File: config.mk
export PLATFORM = sky130hd
export DESIGN_NAME = utf8_byte_sanitizer_flat
export DESIGN_NICKNAME = d
export VERILOG_FILES = /design/src/hw/rtl/u8s_pkg.sv /design/src/hw/rtl/u8s_in_if.sv /design/src/hw/rtl/u8s_out_if.sv /design/src/hw/rtl/utf8_byte_sanitizer.sv /design/src/flat_wrapper.sv
export SDC_FILE = /design/constraint.sdc
export NUM_CORES = 1
export LEC_CHECK = 0
export BUFFER_PORTS_ARGS = -buffer_cell sky130_fd_sc_hd__buf_2
export CAP_MARGIN = 20
export CORE_MARGIN = 4
export CORE_UTILIZATION = 30
export CTS_BUF_LIST = sky130_fd_sc_hd__clkbuf_8 sky130_fd_sc_hd__clkbuf_16
export DETAILED_ROUTE_END_ITERATION = 8
export GPL_ROUTABILITY_DRIVEN = 0
export PLACE_DENSITY = 0.57
export SYNTH_ARGS = -nofsm -noshare
export SYNTH_HDL_FRONTEND = slang
export SYNTH_SLANG_ARGS = --single-unit
File: constraint.sdc
create_clock -name clk -period 3.6 [get_ports clk]
set_input_delay 0.54 -clock clk [delete_from_list [all_inputs] [get_ports clk]]
set_output_delay 0.54 -clock clk [all_outputs]
set_load 0.005 [all_outputs]
File: src/hw/rtl/u8s_pkg.sv
package u8s_pkg;

    typedef logic [7:0] byte_t;

    // replacement for broken or invalid bytes
    localparam byte_t REPL_BYTE = 8'h3F;

    // continuation pattern 10xxxxxx
    localparam byte_t CONT_MASK = 8'hC0;
    localparam byte_t CONT_PAT  = 8'h80;

    // lead patterns 110xxxxx, 1110xxxx, 11110xxx
    localparam byte_t LEAD2_MASK = 8'hE0;
    localparam byte_t LEAD2_PAT  = 8'hC0;
    localparam byte_t LEAD3_MASK = 8'hF0;
    localparam byte_t LEAD3_PAT  = 8'hE0;
    localparam byte_t LEAD4_MASK = 8'hF8;
    localparam byte_t LEAD4_PAT  = 8'hF0;

    localparam byte_t ASCII_TOP = 8'h80;

    // result slots per input byte
    localparam int MAX_OUT = 4;

endpackage

File: src/hw/rtl/u8s_in_if.sv
interface u8s_in_if;
    import u8s_pkg::*;

    logic  valid;
    logic  ready;
    byte_t in_byte;
    logic  in_last;

    modport source (output valid, output in_byte, output in_last, input ready);
    modport sink   (input valid, input in_byte, input in_last, output ready);
endinterface

File: src/hw/rtl/u8s_out_if.sv
interface u8s_out_if;
    import u8s_pkg::*;

    logic  valid;
    logic  ready;
    byte_t out_byte;
    logic  out_last;

    modport source (output valid, output out_byte, output out_last, input ready);
    modport sink   (input valid, input out_byte, input out_last, output ready);
endinterface

File: src/hw/rtl/utf8_byte_sanitizer.sv
// Each input byte is registered first; its results are then loaded into the result buffer.
// One input byte per cycle while each byte yields at most one result and out_ch.ready is
// high; a byte that yields k results (up to 4) holds off the next byte until its last result
// drains, the single output port draining the result buffer one byte per cycle while ready.
// Reset (rst_n low, asynchronous): all buffers empty, no sequence held, pass-through off.
module utf8_byte_sanitizer (
    input  logic      clk,
    input  logic      rst_n,
    u8s_in_if.sink    in_ch,
    u8s_out_if.source out_ch
);
    import u8s_pkg::*;

    // input register
    logic  in_vld_reg;
    byte_t in_byte_reg;
    logic  in_last_reg;

    // sequence state
    byte_t      held_reg [3];
    logic [1:0] hc_reg;
    logic [1:0] nc_reg;
    logic       pt_reg;

    // result buffer
    byte_t      buf_reg [MAX_OUT];
    logic [2:0] remain_reg;
    logic [1:0] rd_reg;
    logic       buf_last_reg;

    logic in_xfer;
    logic out_xfer;
    logic move;

    // lead decode
    logic       lead_emit;
    byte_t      lead_byte;
    logic       lead_hold;
    logic       lead_zero;
    logic [1:0] lead_need;

    // step results
    logic [1:0] pre_n;
    logic       pre_repl;
    logic       tail_en;
    byte_t      tail_byte;
    logic [2:0] res_n;
    byte_t      slot [MAX_OUT];
    logic       is_cont;

    // state next values
    logic [1:0] hc_next;
    logic [1:0] nc_next;
    logic       pt_next;
    logic       hold_wr;
    logic [1:0] hold_idx;

    assign in_xfer  = in_ch.valid && in_ch.ready;
    assign out_xfer = out_ch.valid && out_ch.ready;
    assign move     = in_vld_reg &&
                      ((remain_reg == 3'd0) || ((remain_reg == 3'd1) && out_ch.ready));
    assign in_ch.ready = !in_vld_reg || move;

    assign out_ch.valid    = (remain_reg != 3'd0);
    assign out_ch.out_byte = buf_reg[rd_reg];
    assign out_ch.out_last = buf_last_reg && (remain_reg == 3'd1);

    // lead byte handling
    always_comb
    begin
        lead_need = 2'd0;
        if ((in_byte_reg & LEAD2_MASK) == LEAD2_PAT)
            lead_need = 2'd1;
        else if ((in_byte_reg & LEAD3_MASK) == LEAD3_PAT)
            lead_need = 2'd2;
        else if ((in_byte_reg & LEAD4_MASK) == LEAD4_PAT)
            lead_need = 2'd3;
        lead_zero = (in_byte_reg == 8'h00);
        lead_hold = 1'b0;
        lead_emit = 1'b1;
        lead_byte = in_byte_reg;
        if (in_byte_reg >= ASCII_TOP)
        begin
            if ((lead_need == 2'd0) || in_last_reg)
                lead_byte = REPL_BYTE;
            else
            begin
                lead_emit = 1'b0;
                lead_hold = 1'b1;
            end
        end
    end

    // one step of the sanitizer
    always_comb
    begin
        is_cont   = ((in_byte_reg & CONT_MASK) == CONT_PAT);
        pre_n     = 2'd0;
        pre_repl  = 1'b0;
        tail_en   = 1'b0;
        tail_byte = in_byte_reg;
        hc_next   = hc_reg;
        nc_next   = nc_reg;
        pt_next   = pt_reg;
        hold_wr   = 1'b0;
        hold_idx  = 2'd0;
        if (pt_reg)
        begin
            tail_en = 1'b1;
        end
        else if ((hc_reg != 2'd0) && (nc_reg != 2'd0) && is_cont)
        begin
            if (nc_reg == 2'd1)
            begin
                // sequence complete: pass held bytes and this one
                pre_n   = hc_reg;
                tail_en = 1'b1;
                hc_next = 2'd0;
                nc_next = 2'd0;
            end
            else
            begin
                // extend the sequence
                if (hc_reg != 2'd3)
                begin
                    hold_wr  = 1'b1;
                    hold_idx = hc_reg;
                    hc_next  = hc_reg + 2'd1;
                end
                nc_next = nc_reg - 2'd1;
                if (in_last_reg)
                begin
                    pre_n    = hc_next;
                    pre_repl = 1'b1;
                end
            end
        end
        else
        begin
            // broken sequence (if any) flushes as replacements, then a new lead
            pre_n     = ((hc_reg != 2'd0) && (nc_reg != 2'd0)) ? hc_reg : 2'd0;
            pre_repl  = 1'b1;
            tail_en   = lead_emit;
            tail_byte = lead_byte;
            hc_next   = 2'd0;
            nc_next   = 2'd0;
            if (lead_zero)
                pt_next = 1'b1;
            if (lead_hold)
            begin
                hold_wr  = 1'b1;
                hold_idx = 2'd0;
                hc_next  = 2'd1;
                nc_next  = lead_need;
            end
        end
        if (in_last_reg)
        begin
            hc_next = 2'd0;
            nc_next = 2'd0;
            pt_next = 1'b0;
        end
        res_n = {1'b0, pre_n} + {2'b00, tail_en};
    end

    // result slot selection
    always_comb
    begin
        for (int k = 0; k < 3; k++)
        begin
            if (2'(k) < pre_n)
                slot[k] = pre_repl ? REPL_BYTE : held_reg[k];
            else
                slot[k] = tail_byte;
        end
        slot[3] = tail_byte;
    end

    // input register
    always_ff @(posedge clk or negedge rst_n)
    begin
        if (!rst_n)
            in_vld_reg <= 1'b0;
        else if (in_xfer)
            in_vld_reg <= 1'b1;
        else if (move)
            in_vld_reg <= 1'b0;
    end

    always_ff @(posedge clk)
    begin
        if (in_xfer)
        begin
            in_byte_reg <= in_ch.in_byte;
            in_last_reg <= in_ch.in_last;
        end
    end

    // sequence state
    always_ff @(posedge clk or negedge rst_n)
    begin
        if (!rst_n)
        begin
            hc_reg <= 2'd0;
            nc_reg <= 2'd0;
            pt_reg <= 1'b0;
        end
        else if (move)
        begin
            hc_reg <= hc_next;
            nc_reg <= nc_next;
            pt_reg <= pt_next;
        end
    end

    always_ff @(posedge clk)
    begin
        if (move && hold_wr)
            held_reg[hold_idx] <= in_byte_reg;
    end

    // result buffer drain
    always_ff @(posedge clk or negedge rst_n)
    begin
        if (!rst_n)
        begin
            remain_reg <= 3'd0;
            rd_reg     <= 2'd0;
        end
        else if (move)
        begin
            remain_reg <= res_n;
            rd_reg     <= 2'd0;
        end
        else if (out_xfer)
        begin
            remain_reg <= remain_reg - 3'd1;
            rd_reg     <= rd_reg + 2'd1;
        end
    end

    always_ff @(posedge clk)
    begin
        if (move)
        begin
            for (int k = 0; k < MAX_OUT; k++)
                buf_reg[k] <= slot[k];
            buf_last_reg <= in_last_reg;
        end
    end

    // checks
    a_remain_range: assert property (@(posedge clk) disable iff (!rst_n)
        remain_reg <= 3'd4)
        else $error("result buffer count out of range");

    a_held_pair: assert property (@(posedge clk) disable iff (!rst_n)
        (hc_reg == 2'd0) == (nc_reg == 2'd0))
        else $error("held and needed counts disagree");

    a_seq_len: assert property (@(posedge clk) disable iff (!rst_n)
        ({1'b0, hc_reg} + {1'b0, nc_reg}) <= 3'd4)
        else $error("sequence longer than four bytes");

    a_pt_clear: assert property (@(posedge clk) disable iff (!rst_n)
        pt_reg |-> (hc_reg == 2'd0))
        else $error("sequence held during pass-through");

    a_last_clears: assert property (@(posedge clk) disable iff (!rst_n)
        (move && in_last_reg) |=> (!pt_reg && (hc_reg == 2'd0)))
        else $error("state not cleared after final byte");

endmodule
File: src/flat_wrapper.sv
// flat-port wrapper written by rule: the top's interface ports become plain ports
module utf8_byte_sanitizer_flat import u8s_pkg::*;
  (clk, rst_n, in_ch_valid, in_ch_in_byte, in_ch_in_last, in_ch_ready, out_ch_valid, out_ch_out_byte, out_ch_out_last, out_ch_ready);
  u8s_in_if in_ch_i ();
  u8s_out_if out_ch_i ();
  input  logic clk;
  input  logic rst_n;
  input wire logic [$bits(in_ch_i.valid)-1:0] in_ch_valid;
  input wire logic [$bits(in_ch_i.in_byte)-1:0] in_ch_in_byte;
  input wire logic [$bits(in_ch_i.in_last)-1:0] in_ch_in_last;
  output wire logic [$bits(in_ch_i.ready)-1:0] in_ch_ready;
  output wire logic [$bits(out_ch_i.valid)-1:0] out_ch_valid;
  output wire logic [$bits(out_ch_i.out_byte)-1:0] out_ch_out_byte;
  output wire logic [$bits(out_ch_i.out_last)-1:0] out_ch_out_last;
  input wire logic [$bits(out_ch_i.ready)-1:0] out_ch_ready;
  assign in_ch_i.valid = in_ch_valid;
  assign in_ch_i.in_byte = in_ch_in_byte;
  assign in_ch_i.in_last = in_ch_in_last;
  assign in_ch_ready = in_ch_i.ready;
  assign out_ch_valid = out_ch_i.valid;
  assign out_ch_out_byte = out_ch_i.out_byte;
  assign out_ch_out_last = out_ch_i.out_last;
  assign out_ch_i.ready = out_ch_ready;
  utf8_byte_sanitizer u_core (.clk(clk), .rst_n(rst_n), .in_ch(in_ch_i), .out_ch(out_ch_i));
endmodule
==> results of run 1 <==
## Yosys cell counts (all sizes together) (2+ instances only)
cell type | n | area, sq um
nand3 | 3 | 15.0
clkbuf | 4 | 15.0
edfxtp | 66 | 1980
mux2i | 17 | 170
nand2b | 10 | 62.6
mux4 | 8 | 180
ha | 7 | 87.6
dfrtp | 11 | 275
nor4 | 2 | 12.5
or3 | 2 | 12.5
a31oi | 4 | 25.0
a21oi | 19 | 95.1
inv | 21 | 78.8
nor2 | 26 | 97.6
a211oi | 3 | 35.0
and2 | 4 | 26.3
nor3b | 4 | 30.0
o21ai | 11 | 55.1
nand2 | 6 | 22.5
o31ai | 3 | 22.5
o22ai | 2 | 12.5
## metrics by stage
step                      total power [uW]  hold slack, ps  instance area, sq um  instances  worst slack [ps]
final                                 3030            78.1                  4040        430               849
after global routing                  3230            99.3                  4040        430               749
after CTS                             3070            81.8                  4040        430               849
after detailed placement              2250             432                  3760        414               862
after global placement                2230             433                  3760        414               913
after floorplan                       1950             244                  3460        252               773
## critical path, delay by kind of cell (launching register included)
family | cells | cell delay, ps
simple gates | 2 | 1030
mux | 1 | 170
fa+ha+maj | 1 | 220
buf+inv | 1 | 60
flops | 1 | 370
compound gates | 1 | 620
## where the power goes
part | switching, uW | internal, uW | leakage, uW
clock network | 339 | 479 | 0.000141
registers | 154 | 1280 | 0.000741
logic | 434 | 339 | 0.000544
total | 927 | 2100 | 0.00143
## routing by layer
layer  part of all wire  track usage  up-vias  wire, microns
met4              0.014       0.0423        0             93
met5                  0            0        -              0
met2               0.46        0.163       40           2970
li1                   -            -     1007              -
met3              0.040       0.0225        8            260
met1               0.49        0.148     1002           3180
## final cells by class
type | instances | area share
clock buffer | 10 | 0.0592
clock inverter | 6 | 0.00837
inverter | 22 | 0.0205
multi-input combinational | 148 | 0.273
sequential | 77 | 0.559
tap | 140 | 0.0434
timing repair buffer | 27 | 0.0360
## cells by family (layout without fill, tap and decap cells)
logic type | Yosys count | in the layout | synth area share
DFF | 77 | 77 | 0.652
and+or+nand+nor | 67 | 67 | 0.104
xor gates and xnor gates | 1 | 1 | 0.00253
adders and majority gates | 7 | 7 | 0.0253
muxes | 25 | 25 | 0.101
buffers and inverters | 27 | 65 | 0.0293
AOI/OAI and AO/OA | 48 | 48 | 0.0860
## final timing paths
kind	cells past startpoint	endpoint	from
max	6	u_core.buf_reg[2][4]	u_core.nc_reg[0]
min	1	u_core.remain_reg[2]	rst_n
max reg2reg	6	u_core.buf_reg[2][4]	u_core.nc_reg[0]
min reg2reg	2	u_core.remain_reg[1]	u_core.remain_reg[1]
max in group asynchronous	1	u_core.remain_reg[1]	rst_n
min in group clk	1	u_core.in_byte_reg[1]	in_ch_in_byte[1]
==> results.sh, run 1 <==
export IMPL_rows=38
export IMPL_worstPathCellList="inv_1 > ha_1 > or4b_4 > or4_4 > a211oi_4 > mux2i_1"
export IMPL_path_clk_slew_ps=60
export IMPL_num_vias=2057
export IMPL_grt_max_degree=40
export IMPL_worstPathRequired_ps=3660
export IMPL_post_cts_buffers=0
export IMPL_hp_class="in2async"
export IMPL_drive_above_1_share=0.193
export IMPL_powerDensity_nw_per_um2=750
export IMPL_grt_pass1_vias=2090
export IMPL_grt_usage=0.106
export IMPL_first_iter_violations=83
export IMPL_grt_ovfl_total=0
export IMPL_die_width_microns=115
export IMPL_p_leak_uw=0.00143
export IMPL_routed_wl_microns=6500
export IMPL_portBuffers=23
export IMPL_post_route_util=0.364
export IMPL_seq_area_frac_synth=0.652
export IMPL_r2r_slack_ps=850
export IMPL_io_pins=24
export IMPL_rsz0062_at_grt="false"
export IMPL_peakVddDrop_mv=0.479
export IMPL_area_sequential_sq_um=2260
export IMPL_numCtsBuffers=9
export IMPL_antenna_found_initial=0
export IMPL_crit_fanout=8
export IMPL_synth_avg_cell_area_sq_um=13.7
export IMPL_finalCritPeriodShare=0.764
export IMPL_clock_path_buffers=2
export IMPL_fmax_mhz=364
export IMPL_yosysWarnings=0
export IMPL_h_tree_depth=3
export IMPL_die_y_microns=115
export IMPL_tightest_slew_ps=973
export IMPL_cap_violations=0
export IMPL_relSlewSlack=0.347
export IMPL_n_fill_cell=1061
export IMPL_place_hpwl_microns=4510
export IMPL_avgRoutedWirePerCell_microns=15.1
export IMPL_cts_resized=0
export IMPL_fin_crit_ps=2750
export IMPL_antenna_cells=0
export IMPL_slowest_delay_ps=620
export IMPL_synth_edff_count=66
export IMPL_start_util=0.313
export IMPL_clock_sinks=77
export IMPL_dieArea_sq_um=13300
export IMPL_cts_tree="built"
export IMPL_critical_path_class="reg2reg"
export IMPL_fin_worst_skew_ps=4.90
export IMPL_cp_start_kind="flip-flop"
export IMPL_largest_reg_flops=32
export IMPL_synth_fp_nets=272
export IMPL_outcome="finished, final reports clean"
export IMPL_fin_nets=305
export IMPL_syn_to_final_growth_pct=16.6
export IMPL_ant_nets=0
export IMPL_fin_setup_tns_ps=0
export IMPL_insertion_delay_ps=330
export IMPL_postCtsHoldBufs=0
export IMPL_slowest_stage="a211oi_4"
export IMPL_final_cell_mix="edfxtp_1, nor2_1, inv_1, buf_2, a21oi_1"
export IMPL_hold_viol=0
export IMPL_slew_viol_final=0
export IMPL_drc=0
export IMPL_async_flop_share=0.143
export IMPL_finalSetupViolations=0
export IMPL_multi_input_area_sq_um=1100
export IMPL_synth_area_sq_um=3460
export IMPL_core_sq_um=11100
export IMPL_clock_tree_root_cell="clkbuf_16"
export IMPL_cp_end_kind="flip-flop"
export IMPL_drtPass1Iterations=4
export IMPL_viasPerCell=4.78
export IMPL_ys_flop_type="edfxtp_1"
export IMPL_synthCells=252
export IMPL_ys_types=42
export IMPL_critPathArrivalTime_ps=2810
export IMPL_grt_pass1_wl_microns=10800
export IMPL_synth_seq_cells=77
export IMPL_final_common_cell="edfxtp_1"
No activity file was read; power rests on OpenSTA's default activity.
==> run 2: changes to the inputs <==
--- a/config.mk
+++ b/config.mk
@@ -5,6 +5,7 @@
 export SDC_FILE = /design/constraint.sdc
 export NUM_CORES = 1
 export LEC_CHECK = 0
+export ABC_AREA = 1
 export BUFFER_PORTS_ARGS = -buffer_cell sky130_fd_sc_hd__buf_2
 export CAP_MARGIN = 20
 export CORE_MARGIN = 4
@@ -12,7 +13,7 @@
 export CTS_BUF_LIST = sky130_fd_sc_hd__clkbuf_8 sky130_fd_sc_hd__clkbuf_16
 export DETAILED_ROUTE_END_ITERATION = 8
 export GPL_ROUTABILITY_DRIVEN = 0
-export PLACE_DENSITY = 0.57
+export PLACE_DENSITY = 0.59
 export SYNTH_ARGS = -nofsm -noshare
 export SYNTH_HDL_FRONTEND = slang
 export SYNTH_SLANG_ARGS = --single-unit
==> constraint.sdc (replaced) <==
create_clock -name clk -period 2.45 [get_ports clk]
set_input_delay 0.3675 -clock clk [delete_from_list [all_inputs] [get_ports clk]]
set_output_delay 0.3675 -clock clk [all_outputs]
set_load 0.005 [all_outputs]
==> run 2 against run 1 <==
  * Clock skew rose by 0.67 ps
  * Register-to-register slack got worse by 540 ps
  * Cell count rose by 28%
  * Sequential power rose by 40%
  * Non-clock buffer count rose by 5
  * Critical path type unchanged
  * Highest routed layer unchanged
==> results.sh, run 2 <==
export IMPL_relSlewSlack=0.670
export IMPL_path_clk_slew_ps=60
export IMPL_slew_viol_final=0
export IMPL_fin_worst_skew_ps=5.57
export IMPL_cts_resized=0
export IMPL_hp_class="in2reg"
export IMPL_viasPerCell=4.45
export IMPL_grt_pass1_wl_microns=12000
export IMPL_yosysMostFrequentCell="nand2_1"
export IMPL_swShare=0.341
export IMPL_portBuffers=23
export IMPL_hold_path_startpoint="in_ch_in_byte[4]"
export IMPL_drive_above_1_share=0.143
export IMPL_dieArea_sq_um=13800
export IMPL_first_iter_violations=146
export IMPL_cts_tree="built"
export IMPL_synthCells=364
export IMPL_pwr_share_clk=0.259
export IMPL_r2r_end="u_core.remain_reg[1]"
export IMPL_worstPathRequired_ps=2660
export IMPL_clock_sinks=77
export IMPL_avgRoutedWirePerCell_microns=12.9
export IMPL_post_cts_buffers=0
export IMPL_netlist_area_leader_share=0.551
export IMPL_slowest_stage="dfrtp_1"
export IMPL_peakVddDrop_mv=0.471
export IMPL_ys_flop_type="edfxtp_1"
export IMPL_synth_edff_count=66
export IMPL_holdPathStages=1
export IMPL_grt_ovfl_total=0
export IMPL_rsz0062_at_grt="false"
export IMPL_outcome="finished, final reports clean"
export IMPL_largest_reg_flops=32
export IMPL_synth_area_sq_um=3600
export IMPL_insertion_delay_ps=340
export IMPL_post_route_util=0.364
export IMPL_antenna_cells=0
export IMPL_critPathArrivalTime_ps=2360
export IMPL_cp_common_cell="ha_1"
export IMPL_seq_area_frac_synth=0.627
export IMPL_cp_end_kind="flip-flop"
export IMPL_cp_start_kind="flip-flop"
export IMPL_r2r_slack_ps=310
export IMPL_clock_tree_root_cell="clkbuf_16"
export IMPL_h_tree_depth=3
export IMPL_drtPass1Iterations=4
export IMPL_clock_path_buffers=2
export IMPL_start_util=0.311
export IMPL_final_cell_mix="nand2_1, edfxtp_1, inv_1"
export IMPL_finalSetupViolations=0
export IMPL_drc=0
export IMPL_routed_wl_microns=7080
export IMPL_grt_max_degree=33
export IMPL_die_y_microns=118
export IMPL_internal_power_uw=3020
export IMPL_synth_seq_cells=77
export IMPL_reg2reg_depth=12
export IMPL_fmax_mhz=467
export IMPL_yosysWarnings=0
export IMPL_rows=39
export IMPL_fin_nets=421
export IMPL_io_pins=24
export IMPL_switchingPower_uw=1560
export IMPL_slowest_delay_ps=370
export IMPL_r2r_start="u_core.nc_reg[0]"
export IMPL_fin_crit_ps=2140
export IMPL_place_hpwl_microns=5330
export IMPL_powerDensity_nw_per_um2=1090
export IMPL_holdPathEnd="u_core.in_byte_reg[4]"
export IMPL_n_fill_cell=1122
export IMPL_synth_avg_cell_area_sq_um=9.89
export IMPL_critical_path_class="reg2reg"
export IMPL_hold_viol=0
export IMPL_core_sq_um=11600
export IMPL_synth_area_leaders="edfxtp_1, nand2_1, dfrtp_1"
export IMPL_comb_power_share=0.303
export IMPL_num_vias=2445
export IMPL_tightest_slew_ps=495
export IMPL_numCtsBuffers=9
export IMPL_crit_fanout=8
export IMPL_ant_nets=0
export IMPL_cap_violations=0
export IMPL_worstPathCellList="inv_1 > ha_1 > nor2_4 > nand2_4 > inv_2 > nand2_1 > nand3_4 > inv_1 > ha_1 > ha_1 > o211ai_1 > o21ai_0"
export IMPL_synthTopCellsByCount="nand2_1, edfxtp_1, inv_1"
export IMPL_async_flop_share=0.143
export IMPL_yosysTopAreaCell="edfxtp_1"
export IMPL_p_leak_uw=0.00182
export IMPL_final_common_cell="nand2_1"
export IMPL_p_seq_frac=0.438
export IMPL_grt_usage=0.109
export IMPL_finalCritPeriodShare=0.874
export IMPL_syn_to_final_growth_pct=16.9
export IMPL_ys_types=27
export IMPL_postPlaceCellArea_sq_um=3930
export IMPL_antenna_found_initial=0
export IMPL_grt_pass1_vias=2425
export IMPL_postLayoutCellArea_sq_um=4210
export IMPL_die_width_microns=118
export IMPL_synth_fp_nets=384
export IMPL_postCtsHoldBufs=1
export IMPL_fin_setup_tns_ps=0
==> run 2: worst max-delay path: cells and delay by family (launching register included) <==
family / cells / cell delay [ps]
adder cells (fa/ha/maj): 3 / 680
AO/OA/AOI/OAI: 2 / 260
buffers and inverters: 3 / 250
AND/OR/NAND/NOR: 4 / 460
flip-flops: 1 / 370
==> run 2: power by group through the flow <==
stage / Sequential [uW] / Combinational (uW) / Clock (uW)
after floorplan: 1990 / 932 / 0
after global placement: 2030 / 1360 / 0
after detailed placement: 2040 / 1400 / 0
after CTS: 2010 / 1410 / 1210
after global routing: 2040 / 1590 / 1280
final: 2010 / 1390 / 1190
==> run 2: worst max path at each step <==
stage / from / endpoint / slack, ps / cells after the start
after global routing: u_core.nc_reg[0] / u_core.remain_reg[1] / 100 / 12
after CTS: u_core.nc_reg[0] / u_core.remain_reg[1] / 300 / 12
after floorplan: u_core.remain_reg[0] / u_core.buf_last_reg / 360 / 7
final: u_core.nc_reg[0] / u_core.remain_reg[1] / 310 / 12
after global placement: u_core.nc_reg[0] / u_core.remain_reg[1] / 410 / 12
after detailed placement: u_core.nc_reg[0] / u_core.remain_reg[1] / 300 / 12
==> run 2: logic make-up after synthesis <==
family | count (synthesis) | share of synthesized area
adder cells (fa/ha/maj) | 7 | 0.0243
buffers and inverters | 52 | 0.0577
AND/OR/NAND/NOR | 170 | 0.202
AO/OA/AOI/OAI | 57 | 0.0869
XOR/XNOR | 1 | 0.00243
flip-flops | 77 | 0.627
==> run 2: per-layer routing <==
layer	GRT usage	wire length (microns)
met1	0.135	3310
met2	0.171	3300
met3	0.0336	269
met4	0.0608	199
met5	0	0
==> run 2: cell type report <==
cell class	instances	area [sq um]	area share
Sequential cell	77	2260	0.536
Multi-Input combinational cell	235	1130	0.270
Clock buffer	9	225	0.0535
Timing Repair Buffer	32	198	0.0470
Tap cell	143	179	0.0425
Inverter	46	173	0.0410
Clock inverter	7	42.5	0.0101
==> run 2: per-stage QoR <==
| step | hold WS (ps) | power [uW] | std cells | setup WS (ps) |
|---|---|---|---|---|
| detailed placement | 265 | 3440 | 532 | 298 |
| global route | 188 | 4910 | 549 | 101 |
| finish | 200 | 4580 | 549 | 308 |
| global placement | 258 | 3390 | 532 | 411 |
| floorplan | 71.9 | 2920 | 364 | 364 |
| CTS | 194 | 4630 | 549 | 301 |
==> run 3: changes to the inputs <==
--- a/config.mk
+++ b/config.mk
@@ -5,7 +5,6 @@
 export SDC_FILE = /design/constraint.sdc
 export NUM_CORES = 1
 export LEC_CHECK = 0
-export ABC_AREA = 1
 export BUFFER_PORTS_ARGS = -buffer_cell sky130_fd_sc_hd__buf_2
 export CAP_MARGIN = 20
 export CORE_MARGIN = 4
==> run 3 against run 2 <==
  * First-iteration DRC count is 36% lower
  * Sequential share of layout area decreased by 0.58 points
  * Cell area grew 1.1%
  * Cell count shrank 19%
  * Fmax is 9.8% lower
  * Wire length down 3.3%
  * Critical endpoint is now u_core.buf_reg[2][5]
==> results.sh, run 3 (synthesis results as in run 1) <==
export IMPL_grt_usage=0.111
export IMPL_syn_to_final_growth_pct=22.9
export IMPL_dieArea_sq_um=13300
export IMPL_critical_path_class="reg2reg"
export IMPL_numCtsBuffers=9
export IMPL_grt_pass1_wl_microns=11100
export IMPL_r2r_start="u_core.nc_reg[0]"
export IMPL_grt_max_degree=40
export IMPL_swShare=0.302
export IMPL_instances_no_fill=447
export IMPL_avgRoutedWirePerCell_microns=15.3
export IMPL_rsz0062_at_grt="false"
export IMPL_core_sq_um=11100
export IMPL_comb_power_share=0.272
export IMPL_p_leak_uw=0.00152
export IMPL_fin_nets=322
export IMPL_peakVddDrop_mv=0.713
export IMPL_pwr_share_clk=0.278
export IMPL_crit_fanout=8
export IMPL_worstPathRequired_ps=2630
export IMPL_fin_setup_tns_ps=0
export IMPL_insertion_delay_ps=340
export IMPL_antenna_found_initial=0
export IMPL_hp_class="in2reg"
export IMPL_relSlewSlack=0.573
export IMPL_met2WireLength_microns=3340
export IMPL_top_layer="met4"
export IMPL_die_width_microns=115
export IMPL_m1WireLength_microns=3130
export IMPL_cp_end_kind="flip-flop"
export IMPL_routed_wl_microns=6850
export IMPL_slew_viol_final=0
export IMPL_ant_nets=0
export IMPL_portBuffers=23
export IMPL_hold_viol=0
export IMPL_cts_tree="built"
export IMPL_first_iter_violations=94
export IMPL_fin_worst_skew_ps=4.59
export IMPL_holdPathStages=1
export IMPL_internal_power_uw=3250
export IMPL_placed_cells=430
export IMPL_drive_above_1_share=0.267
export IMPL_path_clk_slew_ps=60
export IMPL_outcome="finished, final reports clean"
export IMPL_hold_path_startpoint="in_ch_in_last"
export IMPL_grt_ovfl_total=0
export IMPL_cap_violations=0
export IMPL_r2r_slack_ps=80
export IMPL_grt_pass1_vias=2175
export IMPL_viasPerCell=4.74
export IMPL_h_tree_depth=3
export IMPL_largest_reg_flops=32
export IMPL_num_vias=2120
export IMPL_rows=38
export IMPL_r2r_end="u_core.buf_reg[2][5]"
export IMPL_die_y_microns=115
export IMPL_tightest_slew_ps=622
export IMPL_place_hpwl_microns=4710
export IMPL_antenna_cells=0
export IMPL_final_common_cell="edfxtp_1"
export IMPL_p_seq_frac=0.450
export IMPL_fin_crit_ps=2370
export IMPL_io_pins=24
export IMPL_dp_slack_ps=-33.6
export IMPL_holdPathEnd="u_core.in_last_reg"
export IMPL_powerDensity_nw_per_um2=1100
export IMPL_critPathArrivalTime_ps=2560
export IMPL_setup_slack_ps=75.7
export IMPL_clock_tree_root_cell="clkbuf_16"
export IMPL_finalSetupViolations=0
export IMPL_drc=0
export IMPL_clock_sinks=77
export IMPL_drtPass1Iterations=4
export IMPL_reg2reg_depth=6
export IMPL_clock_path_buffers=2
export IMPL_n_fill_cell=1060
export IMPL_fmax_mhz=421
export IMPL_finalCritPeriodShare=0.969
export IMPL_start_util=0.313
export IMPL_cp_start_kind="flip-flop"
export IMPL_switchingPower_uw=1410
export IMPL_fin_hold_ws_ps=206
export IMPL_wl_met3_microns=265
export IMPL_post_cts_buffers=0
export IMPL_final_cell_mix="edfxtp_1, nor2_1, buf_2"
run 3: metal layers:
| layer | GRT usage | vias to the layer above |
|---|---|---|
| li1 | - | 1040 |
| met1 | 0.139 | 1036 |
| met2 | 0.182 | 32 |
| met3 | 0.0355 | 12 |
| met4 | 0.0399 | 0 |
| met5 | 0 | - |
run 3: worst max-delay path, cell delays in order (launching register included):
cell,delay (ps)
dfrtp_1,410
ha_2,190
or4b_4,530
or4_4,460
a211oi_4,250
buf_12,170
mux2i_2,200
run 3: stage by stage:
step	util	instance area [sq um]	power, uW
floorplan	-	3500	2870
global placement	0.355	3930	3370
detailed placement	0.355	3930	3410
CTS	0.382	4240	4720
global route	0.384	4260	4960
finish	0.384	4260	4660
run 3: what timing repair did:
item                                    CTS  global route
hold buffers                              1             0
endpoints found under the setup margin    8            18
resized for setup                         0             6
pin swaps                                 2             2
endpoints found under the hold margin    11             0
run 3: worst max-delay path by stage:
| stage | startpoint | end | cells past startpoint |
|---|---|---|---|
| after floorplan | u_core.nc_reg[0] | u_core.buf_reg[2][7] | 5 |
| after global placement | u_core.nc_reg[1] | u_core.buf_reg[2][0] | 7 |
| after detailed placement | u_core.nc_reg[0] | u_core.buf_reg[2][5] | 7 |
| after CTS | u_core.nc_reg[0] | u_core.buf_reg[2][5] | 7 |
| after global routing | u_core.nc_reg[0] | u_core.buf_reg[2][6] | 6 |
| final | u_core.nc_reg[0] | u_core.buf_reg[2][5] | 6 |
run 3: area by class of cell:
type / instances / area (sq um) / area share
sequential: 77 / 2260 / 0.530
clock inverter: 7 / 66.3 / 0.0156
inverter: 22 / 86.3 / 0.0203
multi-input combinational: 148 / 1140 / 0.268
tap: 140 / 175 / 0.0412
clock buffer: 9 / 225 / 0.0529
timing repair buffer: 44 / 304 / 0.0714
run 3: power by group through the flow:
stage          combinational, uW  clock, uW  sequential, uW
5_1_grt                     1420       1380            2150
3_3_place_gp                1250          0            2120
2_1_floorplan                863          0            2010
6_report                    1270       1300            2100
4_1_cts                     1280       1330            2110
3_5_place_dp                1280          0            2140
